## src/design/sltc_pkg.sv

```systemverilog
`default_nettype none

package sltc_pkg;

  // Default sizing of the table.
  localparam int unsigned CAPACITY_DEF   = 64;
  localparam int unsigned DATA_WIDTH_DEF = 32;

  // Fixed field widths of the words.
  localparam int unsigned OP_W          = 2;
  localparam int unsigned STATUS_W      = 2;
  localparam int unsigned COUNT_OUT_W   = 7;

  // Requested operation, carried in the input tuser.
  typedef enum logic [OP_W-1:0] {
    OP_INSERT = 2'd0,
    OP_DELETE = 2'd1,
    OP_SEARCH = 2'd2
  } op_e;

  // Result status code.
  typedef enum logic [STATUS_W-1:0] {
    ST_DONE   = 2'd0,
    ST_ABSENT = 2'd1,
    ST_FULL   = 2'd2
  } status_e;

  // Command broadcast to every cell in the cycle a word is accepted.
  typedef struct packed {
    logic ins;  // insert the value at its ordered place
    logic del;  // remove the first entry equal to the value
  } sltc_cmd_t;

endpackage

`default_nettype wire

```

## src/design/sltc_cell.sv

```systemverilog
`default_nettype none

module sltc_cell
  import sltc_pkg::*;
#(
  parameter int unsigned DATA_WIDTH = DATA_WIDTH_DEF
) (
  input  wire logic                  clk_i,
  input  wire logic                  rst_ni,
  input  wire sltc_cmd_t             cmd_i,
  input  wire logic [DATA_WIDTH-1:0] value_i,
  // Left neighbor (smaller entries).
  input  wire logic                  left_valid_i,
  input  wire logic [DATA_WIDTH-1:0] left_data_i,
  input  wire logic                  left_pos_i,
  // Right neighbor (larger entries).
  input  wire logic                  right_valid_i,
  input  wire logic [DATA_WIDTH-1:0] right_data_i,
  // Own state and compare results.
  output logic                       valid_o,
  output logic [DATA_WIDTH-1:0]      data_o,
  output logic                       pos_o,
  output logic                       eq_o
);

  logic                  valid_q, valid_d;
  logic [DATA_WIDTH-1:0] data_q, data_d;
  logic                  gt, ge;

  // Local signed compares against the broadcast value.
  assign gt    = valid_q && ($signed(data_q) >  $signed(value_i));
  assign ge    = valid_q && ($signed(data_q) >= $signed(value_i));
  assign eq_o  = valid_q && (data_q == value_i);
  // This cell sits at or right of the insertion point.
  assign pos_o = gt || !valid_q;

  // Insert shifts right from the insertion point; delete shifts left from the first match.
  always_comb begin
    valid_d = valid_q;
    data_d  = data_q;
    if (cmd_i.ins && pos_o) begin
      valid_d = valid_q || left_valid_i;
      data_d  = left_pos_i ? left_data_i : value_i;
    end else if (cmd_i.del && (ge || !valid_q)) begin
      valid_d = right_valid_i;
      data_d  = right_data_i;
    end
  end

  always_ff @(posedge clk_i or negedge rst_ni) begin
    if (!rst_ni) begin
      valid_q <= 1'b0;
    end else begin
      valid_q <= valid_d;
    end
  end

  // Payload needs no reset; it is only read while valid.
  always_ff @(posedge clk_i) begin
    data_q <= data_d;
  end

  assign valid_o = valid_q;
  assign data_o  = data_q;

endmodule

`default_nettype wire

```

## config.mk

```make
export PLATFORM = sky130hd
export DESIGN_NAME = sltc_cell
export DESIGN_NICKNAME = d
export VERILOG_FILES = /design/src/design/sltc_pkg.sv /design/src/design/sltc_cell.sv
export SDC_FILE = /design/constraint.sdc
export NUM_CORES = 1
export LEC_CHECK = 0
export BUFFER_PORTS_ARGS = -buffer_cell sky130_fd_sc_hd__buf_2
export CELL_PAD_IN_SITES_DETAIL_PLACEMENT = 1
export CELL_PAD_IN_SITES_GLOBAL_PLACEMENT = 1
export CORE_MARGIN = 10
export CORE_UTILIZATION = 36
export DETAILED_ROUTE_END_ITERATION = 10
export GPL_TIMING_DRIVEN = 0
export PLACE_DENSITY = 0.92
export SETUP_SLACK_MARGIN = 0.1
export SYNTH_ARGS = -nofsm -noshare
export SYNTH_HDL_FRONTEND = slang
export SYNTH_SLANG_ARGS = --single-unit
```

## constraint.sdc

```tcl
create_clock -name clk_i -period 8.2 [get_ports clk_i]
set_input_delay 1.64 -clock clk_i [delete_from_list [all_inputs] [get_ports clk_i]]
set_output_delay 1.64 -clock clk_i [all_outputs]
set_load 0.01 [all_outputs]
```

# --- After elaboration in Yosys (flattened, before gate mapping) ---
# Cells that the tools add are included.
# Widths: inputs -> output; s select.
classes:
  n_eq_ne: 1
  reduce_logical: 10
  order_cmp: 2
  muxes: 5
ops:
  columns: ["op", "count"]
  rows:
  - ["$mux 32", 3]
  - ["$eq 32x32->1", 1]
  - ["$ge 32x32->1", 1]
  - ["$gt 32x32->1", 1]
  - ["$logic_and 1x1->1", 5]
  - ["$logic_or 1x1->1", 3]
  - ["$mux 1", 2]
  - ["$reduce_bool 2->1", 1]
  - ["$logic_not 1->1", 1]
totals:
  ff_bits: 33
  wordCells: 20

# --- Logic depth before layout (Yosys ltp) ---
# Gate-level depths: netlist (run 1).
depth:
  word_depth: 6
  depth_mapped: 10
  ltp_nobuf: 9

# --- Least setup slack after synthesis (run 1) ---
# OpenSTA, ideal clock, no wires.
synth_timing:
  path_kind: "input to register"
  from: "in value_i[31]"
  to: "reg data_q[0] (netlist: data_o[0]), enable pin"
  arrival_ps: 5031
  cell_stages: 8
  setup_time_ps: 441
  n_path_buf: 0
  slack_ps: 2728
  cell_sequence: "inv_1 > ha_1 > nand4_1 > or3_2 > o221ai_1 > a21oi_1 > xnor2_1 > a31oi_1"
synth_via:
  elab_chain_cells: 5
  elab_cells_between_ends: 9
synth_rtl:
  columns: ["element", "line_no", "rtl"]
  rows:
  - ["from (decl)", "sltc_cell.sv:11", "input wire logic [DATA_WIDTH-1:0] value_i,"]
  - ["$gt 32x32->1 / $ge 32x32->1 (equally long branches)", "sltc_cell.sv:31, sltc_cell.sv:32", null]
  - ["$logic_and 1x1->1 (on tied branches)", "sltc_cell.sv:31, sltc_cell.sv:32", null]
  - ["$logic_or 1x1->1 (on tied branches)", "sltc_cell.sv:35, sltc_cell.sv:44", null]
  - ["$logic_and 1x1->1 (on tied branches)", "sltc_cell.sv:41, sltc_cell.sv:44", null]
  - ["$reduce_bool 2->1 (no line) (*)", null, null]
  - ["to (signal assigned)", "sltc_cell.sv:60", "data_q <= data_d;"]
  - ["to (decl)", "sltc_cell.sv:27", "logic [DATA_WIDTH-1:0] data_q, data_d;"]
# Mark *: on every way between the ends. The rest lies on a longest branch, timed or not.
# A chain may end at the register's enable or synchronous reset.

# --- Final worst setup path (run 1) ---
layout_timing:
  from: "in value_i[31]"
  to: "out pos_o"
layout_via:
  elab_chain_cells: 3
layout_rtl:
  columns: ["element", "line_no", "rtl"]
  rows:
  - ["$gt 32x32->1", "sltc_cell.sv:31", "assign gt = valid_q && ($signed(data_q) > $signed(value_i));"]
  - ["$logic_and 1x1->1", "sltc_cell.sv:31", null]
  - ["$logic_or 1x1->1", "sltc_cell.sv:35", "assign pos_o = gt || !valid_q;"]
  - ["to (decl)", "sltc_cell.sv:22", "output logic pos_o,"]
# Every way passes these cells.

==> summary.txt, run 1 <==
Global routing
  • Vias in the first global route: 3009
  • Global-route wire length before repair: approximately 15 mm
  • Largest net degree at the start of global routing: 18
  • Initial antenna violation count: 0
  • Total grt overflow: 0
  • GRT Overall Usage: 16.3%

Drt
  • Post-route DRC: 0
  • 1st-pass router iterations: 4
  • Iteration-0 DRC count of the detailed router: 56
  • Antenna Nets Post-Route: 0
  • Routed WL: between 9 and 10 mm
  • Vias/cell: slightly above 5
  • Routed len/inst: about 19 µm
  • Vias: roughly 2600

Worst hold path
  • Hold endpoint: valid_o$_DFFE_PN0P_
  • HP Class: reg2reg
  • Hold path cells: 2
  • Hold_sp: valid_o$_DFFE_PN0P_

Final layout
  • Fin nets: roughly 550
  • Final instance area: 3700 µm²
  • Commonest non-fill, non-tap cell in the layout: buf_2
  • Ant. Diodes: 0
  • Most frequent cells in the layout: 136 x buf_2, 38 x inv_1, 36 x nand2_1
  • Layout area overhead: 34.5%
  • Layout cell share with drive strength beyond 1: roughly 45%

Critical path
  • CP endpoint kind: output pin
  • Register-to-register setup slack: 4770 ps
  • Worst R2R End: data_o[31]$_DFFE_PP_
  • CP startpoint kind: input pin
  • Reg2reg path depth: 8
  • Crit path DAT: around 4100 ps
  • CP max FO: 5
  • RR Startpoint: data_o[31]$_DFFE_PP_
  • Req. time, crit path: 6560 ps
  • Worst Path Class, Setup: in2out

Timing
  • Final setup vio count: 0
  • Worst setup margin: between 2000 and 2500 ps
  • Slew margin rel.: between 50% and 60%
  • Fin crit period: 5730 ps
  • Final period utilization: between 60% and 70%
  • FMAX: 0.175 GHz
  • Slew @ Worst Pin: 716 ps
  • Final Hold Violating Endpoints: 0
  • Setup TNS: 0 ps
  • Slew Limit Fails: 0
  • Worst Skew: 7.99 ps
  • Unrepaired setup endpoints after global routing: false

Logic synthesis
  • Mapped Cells: between 200 and 300
  • YS warnings: 0
  • Post-synth top area share: a little over a third
  • Synth area leaders: edfxtp_1 35%, mux2_4 16%, ha_1 15%, o21ai_0 6.2%, inv_1 5.2%
  • Post-synth cell types: 35
  • Syn Nets: roughly 400
  • Largest area contributor in the netlist: edfxtp_1
  • Sequential share of the synthesized area: 35.9%
  • Cell Area, Synth: around 2700 µm²
  • Synth Register Bits: 33
  • Syn Area/Cell: about 10 µm²

Outcome
  • Status: finished, final reports clean

CTS
  • CTS sink cnt: 33
  • # H-tree levels: 2
  • CTS tree: built
  • Clock Path Buffers: 2
  • Num CTS Buffers: 5
  • Root buf cell: clkbuf_8
  • Clock Pin Slew Worst Setup and Hold Paths: approximately 70 ps
  • Worst skew pair latency: between 200 and 300 ps
  • Post-CTS sizing: 0
  • # Post-CTS Setup Buffers: 0
  • Post-cts hold buffer count: 0

Floorplanning
  • Row count: 31
  • Die Height: between 100 and 150 µm
  • Core ar.: 7330 µm²
  • Starting density of the core: 37.5%
  • I/O pins: approximately 140
  • Full die area: between 10000 and 15000 µm²
  • Chip Width: ~110 µm

Pwr
  • Pleak: approximately 1.9 nW
  • Max VDD drop: about 0.15 mV
  • Total Power: 1.27 mW
  • Power per standard cell area: 343 nW/µm²

Place
  • Pre-CTS setup slack: roughly 2500 ps
  • RePlAce Congestion: between 0.7 and 0.8
  • Placed Area: about 3600 µm²
  • IO Port Bufs: roughly 140
  • Detail Placement HPWL: ~8.2 mm

Run
  • Max_cap viols: 0
==> worst max-delay path: stages <==
cell and delay, ps:
buf_2 80, inv_1 50, ha_1 410, nand4_1 210, or3_2 530, o221ai_1 370
a21oi_1 100, xnor2_1 350, o21ai_0 170, buf_2 170
==> metal layers <==
layer	vias to the layer above	wire length [µm]	track usage, %
met5	-	0	0
met4	0	99	2.86
met3	8	731	5.63
met2	99	4980	30.4
met1	1256	3970	17.4
li1	1270	-	-
==> power breakdown <==
group          switching, mW  internal, mW  leakage (nW)  total (mW)
clock                 0.0646        0.0760        0.0542       0.141
combinational          0.396         0.346          1.50       0.742
sequential            0.0531         0.332         0.321       0.385
==> synth_stat cells (all sizes together) <==
cell    number
inv         38
nand2       37
o21ai       34
mux2        33
edfxtp      32
ha          32
a21oi       17
nand4        8
clkbuf       7
nand3        5
buf          3
nor2         3
a211oi       2
a21o         2
nor4         2
or3          2
a22oi        1
a31o         1
a31oi        1
a41oi        1
and3         1
dfrtp        1
nor2b        1
nor4b        1
o211ai       1
o221ai       1
o311ai       1
o31a         1
o41a         1
or4b         1
xnor2        1
==> flip-flops by register name, summed over array words and instances, names as in the netlist <==
signal	flops
valid_o	1
data_o	32
==> logic make-up after synthesis <==
group           Yosys count  share of synthesized area (%)
compound gates           64                           13.6
simple gates             61                           10.6
buf+inv                  48                           7.38
mux                      33                           17.6
flops                    33                           35.9
fa+ha+maj                32                           14.6
xor+xnor                  1                          0.319
==> area by class of cell <==
type,instances,area [µm²]
repair buffers,137,708
clock inverters,1,5.00
inverters,38,143
clock buffers,7,96.3
multi-input cells,191,1570
well taps,99,124
plain buffers,10,60.1
fillers,898,3630
flip-flops and latches,33,986
==> metrics by stage <==
step / hold WS [ps] / instances / util (%)
after floorplan: 699 / 272 / -
after global placement: 681 / 507 / 48.5
after detailed placement: 767 / 508 / 49.0
after CTS: 779 / 516 / 50.4
after global routing: 861 / 516 / 50.4
final: 788 / 516 / 50.4
==> how the worst max path moves through the flow <==
stage           startpoint  slack [ps]              endpoint
2_1_floorplan  value_i[31]        2730   data_o[0]$_DFFE_PP_
5_1_grt        value_i[31]        2230                 pos_o
3_3_place_gp   value_i[31]        1490  data_o[26]$_DFFE_PP_
3_5_place_dp   value_i[31]        2480                 pos_o
4_1_cts        value_i[31]        2470                 pos_o
6_report       value_i[31]        2470                 pos_o
No activity file was read; power rests on OpenSTA's default activity.
==> inputs of run 2 (changes only) <==
- CORE_UTILIZATION: 36 -> 31
- PLACE_DENSITY: 0.92 -> 0.84
- clock period: 8.2 -> 5.1 ns (I/O delays scaled with it)
==> run 2 against run 1 <==
Compared with the run above:
- critical path depth is the same
- die area up 13%
- register-to-register slack got worse by 2900 ps
- critical endpoint unchanged
- design area decreased by 0.20%
- first-iteration DRC count grew 84%
- largest power group unchanged
- global-route usage is 2.2 points lower
- largest cell class unchanged
- power up 57%
- worst hold slack lost 300 ps
- final cell count is 1.7% higher
- via count down 1.7%
- clock-buffer cell count fell by 1
==> summary.txt, run 2 (same netlist as run 1, synthesis figures left out) <==
Outcome
  • Status: finished, final reports clean

Critical path
  • Crit-path slowest cell: or3_2
  • CP Cell Sequence: buf_2 -> inv_1 -> ha_1 -> nand4_1 -> or3_2 -> o221ai_1 -> a21oi_1 -> xnor2_1 -> o21ai_0 -> buf_2
  • CP max stage delay: 530 ps (about the same)
  • CP endpoint kind: output pin
  • CP startpoint kind: input pin
  • Req. time, crit path: 4080 ps (-2480 ps)
  • Crit path DAT: 3320 ps (-770 ps)
  • Buf/Inv on CP: 3 (unchanged)
  • Crit-path leading delay family: simple AND/OR/NAND/NOR gates
  • Worst Path Class, Setup: in2out
  • Crit-path most repeated cell: buf_2
  • CP max FO: 5 (unchanged)

Floorplanning
  • Die Height: 114 µm (+6.3%)
  • Row count: 34 (+9.7%)
  • Full die area: 13000 µm² (+13%)
  • Core ar.: 8680 µm² (+18%)
  • Starting density of the core: 31.7% (-5.8 points)
  • Chip Width: 114 µm (+6.3%)
  • I/O pins: 138 (unchanged)

Final layout
  • Layout cell share with drive strength beyond 1: 45.1% (-0.24 points)
  • Layout Cells excl Fill: 525 (+1.7%)
  • Most frequent cells in the layout: 136 x buf_2, 38 x inv_1, 36 x nand2_1
  • Fin util: 42.5% (-7.9 points)
  • Layout area overhead: 34.2%
  • Max FFs per register: 32 (unchanged)
  • Fin nets: 551 (unchanged)
  • Commonest non-fill, non-tap cell in the layout: buf_2
  • Ant. Diodes: 0 (unchanged)

CTS
  • Post-CTS sizing: 0 (unchanged)
  • Clock Pin Slew Worst Setup and Hold Paths: 80 ps (about the same)
  • Worst skew pair latency: 290 ps (about the same)
  • # H-tree levels: 2 (unchanged)
  • Post-cts hold buffer count: 0 (unchanged)
  • Root buf cell: clkbuf_8
  • CTS sink cnt: 33 (unchanged)
  • # Post-CTS Setup Buffers: 0 (unchanged)
  • CTS tree: built
  • Clock Path Buffers: 2 (unchanged)
  • Num CTS Buffers: 5 (unchanged)

Timing
  • Slew Limit Fails: 0 (unchanged)
  • Unrepaired setup endpoints after global routing: false
  • Final setup vio count: 0 (unchanged)
  • Final Hold Violating Endpoints: 0 (unchanged)
  • FMAX: 0.230 GHz
  • Fin crit period: between 4000 and 5000 ps
  • Final period utilization: between 80% and 90%
  • Slew margin rel.: 57.5% (+5.3 points)
  • Worst Skew: 9.70 ps (+1.71 ps)
  • Setup TNS: 0 ps (unchanged)
  • Slew @ Worst Pin: 636 ps (-80.0 ps)

Drt
  • Iteration-0 DRC count of the detailed router: 103 (+84%)
  • 1st-pass router iterations: 4 (unchanged)
  • Post-route DRC: 0 (unchanged)
  • Vias/cell: 4.93 (-3.4%)
  • Routed WL: 9.54 mm (-2.4%)
  • Vias: 2588 (-1.7%)
  • Routed len/inst: 18.2 µm (-4.1%)
  • Antenna Nets Post-Route: 0 (unchanged)

Place
  • Placed cells: 517 (+1.8%)
  • Detail Placement HPWL: 8.18 mm (-0.43%)
  • RePlAce Congestion: 0.821 (+3.2%)
  • IO Port Bufs: 136 (unchanged)

Pwr
  • Switching Share: 40.6% (about the same)
  • Sequential power share: 30.9% (+0.5 points)
  • Power per standard cell area: 540 nW/µm² (+57%)
  • Int Pwr: 1.18 mW (+57%)
  • Max VDD drop: 0.222 mV (+43%)
  • Pleak: 1.87 nW (-0.50%)
  • NetSw: 0.808 mW (+57%)
  • Total Power: 1.99 mW (+57%)
  • Gate power share: 59.1% (+0.5 points)
  • Clock share of power: 10.0% (-1.1 points)

Worst hold path
  • HP Class: in2async

Global routing
  • Initial antenna violation count: 0 (unchanged)
  • Vias in the first global route: 2992 (-0.56%)
  • Largest net degree at the start of global routing: 21 (+3)
  • Total grt overflow: 0 (unchanged)
  • Global-route wire length before repair: 14.7 mm (-2.0%)
  • GRT Overall Usage: 14.1% (-2.2 points)

Run
  • Max_cap viols: 0 (unchanged)
-- run 2: layer usage --
metal	track usage (%)	part of all wire [%]
met5	0	0
met1	14.7	39
met3	5.87	9.6
met2	25.8	50
met4	2.84	0.91
-- run 2: worst paths after layout --
check	start	end	slack, ps	cells past startpoint
hold reg to reg	valid_o$_DFFE_PN0P_	valid_o$_DFFE_PN0P_	770	2
min in group clk_i	valid_o$_DFFE_PN0P_	valid_o$_DFFE_PN0P_	770	2
max in group asynchronous	rst_ni	valid_o$_DFFE_PN0P_	4530	1
hold / removal	rst_ni	valid_o$_DFFE_PN0P_	490	1
setup / recovery	value_i[31]	pos_o	760	10
setup reg to reg	data_o[31]$_DFFE_PP_	data_o[16]$_DFFE_PP_	1880	8
-- run 2: power by group through the flow --
stage	Sequential (mW)	Combinational [mW]	Clock, mW
after global routing	0.635	1.31	0.220
after detailed placement	0.624	1.20	0
final	0.615	1.18	0.199
after global placement	0.629	1.10	0
after floorplan	0.694	0.672	0
after CTS	0.618	1.21	0.210
-- run 2: final cells by class --
class / count / area (µm²)
Buffer: 10 / 60.1
Clock buffer: 6 / 72.6
Clock inverter: 2 / 10.0
Fill cell: 1061 / 4990
Inverter: 38 / 143
Multi-Input combinational cell: 191 / 1570
Sequential cell: 33 / 986
Tap cell: 108 / 135
Timing Repair Buffer: 137 / 708
-- run 2: worst register-to-register path, stage by stage (launching register included) --
cell	delay, ps
edfxtp_1	390
ha_1	390
nand4_1	190
or3_2	530
o221ai_1	350
a21oi_1	100
xnor2_1	200
a31oi_4	530
buf_16	240
-- run 2: stage by stage --
step                      worst slack, ps  hold WS [ps]  cell area, µm²
after CTS                             711           474            3690
after detailed placement              711           762            3610
after floorplan                       248           699            2750
after global routing                  548           471            3690
final                                 756           487            3690
after global placement              -1000           668            3560
==> inputs of run 3 (changes only) <==
- ABC_AREA: unset -> 1
- CORE_UTILIZATION: 31 -> 28
- PLACE_DENSITY: 0.84 -> 0.83
==> run 3 against run 2 <==
Compared with the run above:
- clock skew is 3.4 ps lower
- largest power group unchanged
- area after synthesis decreased by 2.6%
- register-to-register slack improved by 290 ps
- setup slack better by 650 ps
- fmax grew 17%
- clock power is essentially flat
- die area rose by 6.4%
- utilization decreased by 3.7 points
- clock-buffer cell count up 2
- critical path depth is 2 higher
- sequential share of layout area up 0.64 points
- worst hold slack gained 9.1 ps
- highest routed layer unchanged
==> summary.txt, run 3 <==
Drt
  • Vias/cell: 4.55 (-7.6%)
  • Routed len/inst: 15.6 µm (-14%)
  • Iteration-0 DRC count of the detailed router: 81 (-21%)
  • Antenna Nets Post-Route: 0 (unchanged)
  • 1st-pass router iterations: 5 (+1)
  • Vias: 2906 (+12%)
  • Post-route DRC: 0 (unchanged)
  • Routed WL: 9.93 mm (+4.1%)

Floorplanning
  • Row count: 35 (+2.9%)
  • Full die area: 13900 µm² (+6.4%)
  • Starting density of the core: 28.8% (-2.8 points)
  • Chip Width: 118 µm (+3.2%)
  • Die Height: 118 µm (+3.2%)
  • Core ar.: 9280 µm² (+7.0%)
  • I/O pins: 138 (unchanged)

Logic synthesis
  • Largest area contributor in the netlist: edfxtp_1
  • Synth area leaders: edfxtp_1 36%, nand2_1 24%, ha_1 15%, o21ai_0 6.2%, inv_1 5.9%
  • Most frequent cell after synthesis: nand2_1
  • Sequential share of the synthesized area: 36.9% (+0.97 points)
  • YS warnings: 0 (unchanged)
  • Cell Area, Synth: 2680 µm² (-2.6%)
  • Post-synth EDFFs: 32 (unchanged)
  • Prevailing post-synth register cell: edfxtp_1
  • Mapped Cells: 364 (+34%)
  • Synth Register Bits: 33 (unchanged)
  • Syn Area/Cell: 7.35 µm² (-27%)
  • Post-synth cell types: 22 (-37%)
  • Post-synth top area share: 35.9% (+0.95 points)
  • Top post-synthesis cells by count: 168 x nand2_1, 42 x inv_1, 33 x o21ai_0
  • Syn Nets: 499 (+23%)
  • Async S/R FF share, synth: 3.03% (unchanged)

Timing
  • Fin crit period: 3700 ps (-646 ps)
  • Final Hold Violating Endpoints: 0 (unchanged)
  • Unrepaired setup endpoints after global routing: false
  • Final period utilization: 72.5% (-13 points)
  • Slew margin rel.: 43.6% (-14 points)
  • Slew Limit Fails: 0 (unchanged)
  • Setup TNS: 0 ps (unchanged)
  • FMAX: 0.270 GHz (+17%)
  • Final setup vio count: 0 (unchanged)
  • Worst Skew: 6.31 ps (-3.39 ps)
  • Slew @ Worst Pin: 844 ps (+207 ps)

Global routing
  • Total grt overflow: 0 (unchanged)
  • Initial antenna violation count: 1 (+1)
  • Largest net degree at the start of global routing: 34 (+62%)
  • GRT Overall Usage: 14.0% (-0.11 points)
  • Vias in the first global route: 3317 (+11%)
  • Global-route wire length before repair: 15.9 mm (+8.0%)

Pwr
  • Total Power: 1.63 mW (-18%)
  • Max VDD drop: 0.148 mV (-33%)
  • Power per standard cell area: 453 nW/µm² (-16%)
  • Pleak: 2.02 nW (+8.0%)

Place
  • Detail Placement HPWL: 8.35 mm (+2.1%)
  • IO Port Bufs: 136 (unchanged)
  • RePlAce Congestion: 0.777 (-5.4%)

Final layout
  • Commonest non-fill, non-tap cell in the layout: nand2_1
  • Layout cell share with drive strength beyond 1: 30.3% (-15 points)
  • Area of the multi-input gates: 1450 µm² (-7.7%)
  • Most frequent cells in the layout: 167 x nand2_1, 139 x buf_2, 42 x inv_1
  • FILL cells: 1234 (+16%)
  • Register Area: 986 µm² (unchanged)
  • Max FFs per register: 32 (unchanged)
  • Layout area overhead: 34.7%
  • Fin nets: 642 (+17%)

CTS
  • CTS sink cnt: 33 (unchanged)
  • # H-tree levels: 2 (unchanged)
  • CTS tree: built
  • Clock Pin Slew Worst Setup and Hold Paths: 70 ps (about the same)
  • # Post-CTS Setup Buffers: 0 (unchanged)
  • Worst skew pair latency: 290 ps (about the same)
  • Num CTS Buffers: 5 (unchanged)
  • Post-cts hold buffer count: 0 (unchanged)
  • Root buf cell: clkbuf_8
  • Clock Path Buffers: 2 (unchanged)
  • Post-CTS sizing: 0 (unchanged)

Critical path
  • Crit-path slowest cell: ha_1
  • Crit-path most repeated cell: nand2_1
  • Crit path DAT: 2680 ps (-640 ps)
  • CP startpoint kind: input pin
  • CP max FO: 4 (-1)
  • CP endpoint kind: output pin
  • Reg2reg path depth: 11 (+3)
  • CP Cell Sequence: buf_2 -> inv_1 -> ha_1 -> nand2_1 -> nor2_2 -> nand2_1 -> nor4_4 -> nand2_1 -> nand2_1 -> nand2_1 -> a31oi_1 -> buf_2
  • Worst Path Class, Setup: in2out
  • Req. time, crit path: 4080 ps (about the same)
  • CP max stage delay: 340 ps (-190 ps)

Outcome
  • Status: finished, final reports clean

Run
  • Max_cap viols: 0 (unchanged)

Worst hold path
  • HP Class: in2async
run 3: cell types whose count changed after synthesis, sizes merged, moves of 4 or more:
| cell | change |
|---|---|
| mux2 | -32 |
| nor2 | +7 |
| nand4 | -4 |
| nand2 | +131 |
| inv | +5 |
run 3: kinds of logic after synthesis:
logic type               Yosys count  synth area share [%]
AO/OA/AOI/OAI                     51                  9.87
adder cells (fa/ha/maj)           32                  15.0
buffers and inverters             56                  8.93
flip-flops                        33                  36.9
multiplexers                       1                 0.421
AND/OR/NAND/NOR                  191                  29.0
run 3: layout make-up:
type | count | area share, %
repair buffers | 136 | 18.9
flip-flops and latches | 33 | 27.4
clock buffers | 8 | 2.22
multi-input cells | 275 | 40.3
inverters | 43 | 4.55
well taps | 129 | 4.48
diodes | 1 | 0.0695
plain buffers | 13 | 2.08
run 3: layer usage:
metal,vias up,share of wire (%),global-route usage [%]
met3,15,4.0,3.12
met4,0,2.1,5.10
li1,1464,-,-
met2,77,54,26.6
met5,-,0,0
met1,1350,40,14.4
run 3: critical path, delay by kind of cell:
kind / cells / cell delay [ps]
AND/OR/NAND/NOR: 7 / 850
adder cells (fa/ha/maj): 1 / 340
buffers and inverters: 3 / 300
AO/OA/AOI/OAI: 1 / 160
run 3: where the power goes:
group	internal, mW	total [mW]	switching [mW]
combinational	0.329	0.867	0.538
clock	0.0971	0.196	0.0986
sequential	0.490	0.569	0.0790
total	0.916	1.63	0.716
run 3: worst paths after layout:
| check | from | to | slack [ps] |
|---|---|---|---|
| min reg2reg | valid_o$_DFFE_PN0P_ | valid_o$_DFFE_PN0P_ | 670 |
| max | value_i[31] | pos_o | 1400 |
| min | rst_ni | valid_o$_DFFE_PN0P_ | 500 |
| max in group asynchronous | rst_ni | valid_o$_DFFE_PN0P_ | 4520 |
| min in group clk_i | valid_o$_DFFE_PN0P_ | valid_o$_DFFE_PN0P_ | 670 |
| max reg2reg | data_o[31]$_DFFE_PP_ | data_o[12]$_DFFE_PP_ | 2170 |
run 3: metrics by stage:
stage / util, % / hold slack, ps / cell area, µm² / worst slack (ps) / instances
after global routing: 38.8 / 486 / 3600 / 1190 / 638
after global placement: 37.9 / 626 / 3520 / 912 / 629
after floorplan: - / 644 / 2680 / 1720 / 364
after detailed placement: 37.9 / 649 / 3520 / 1370 / 629
after CTS: 38.8 / 488 / 3600 / 1350 / 637
final: 38.8 / 496 / 3600 / 1400 / 638
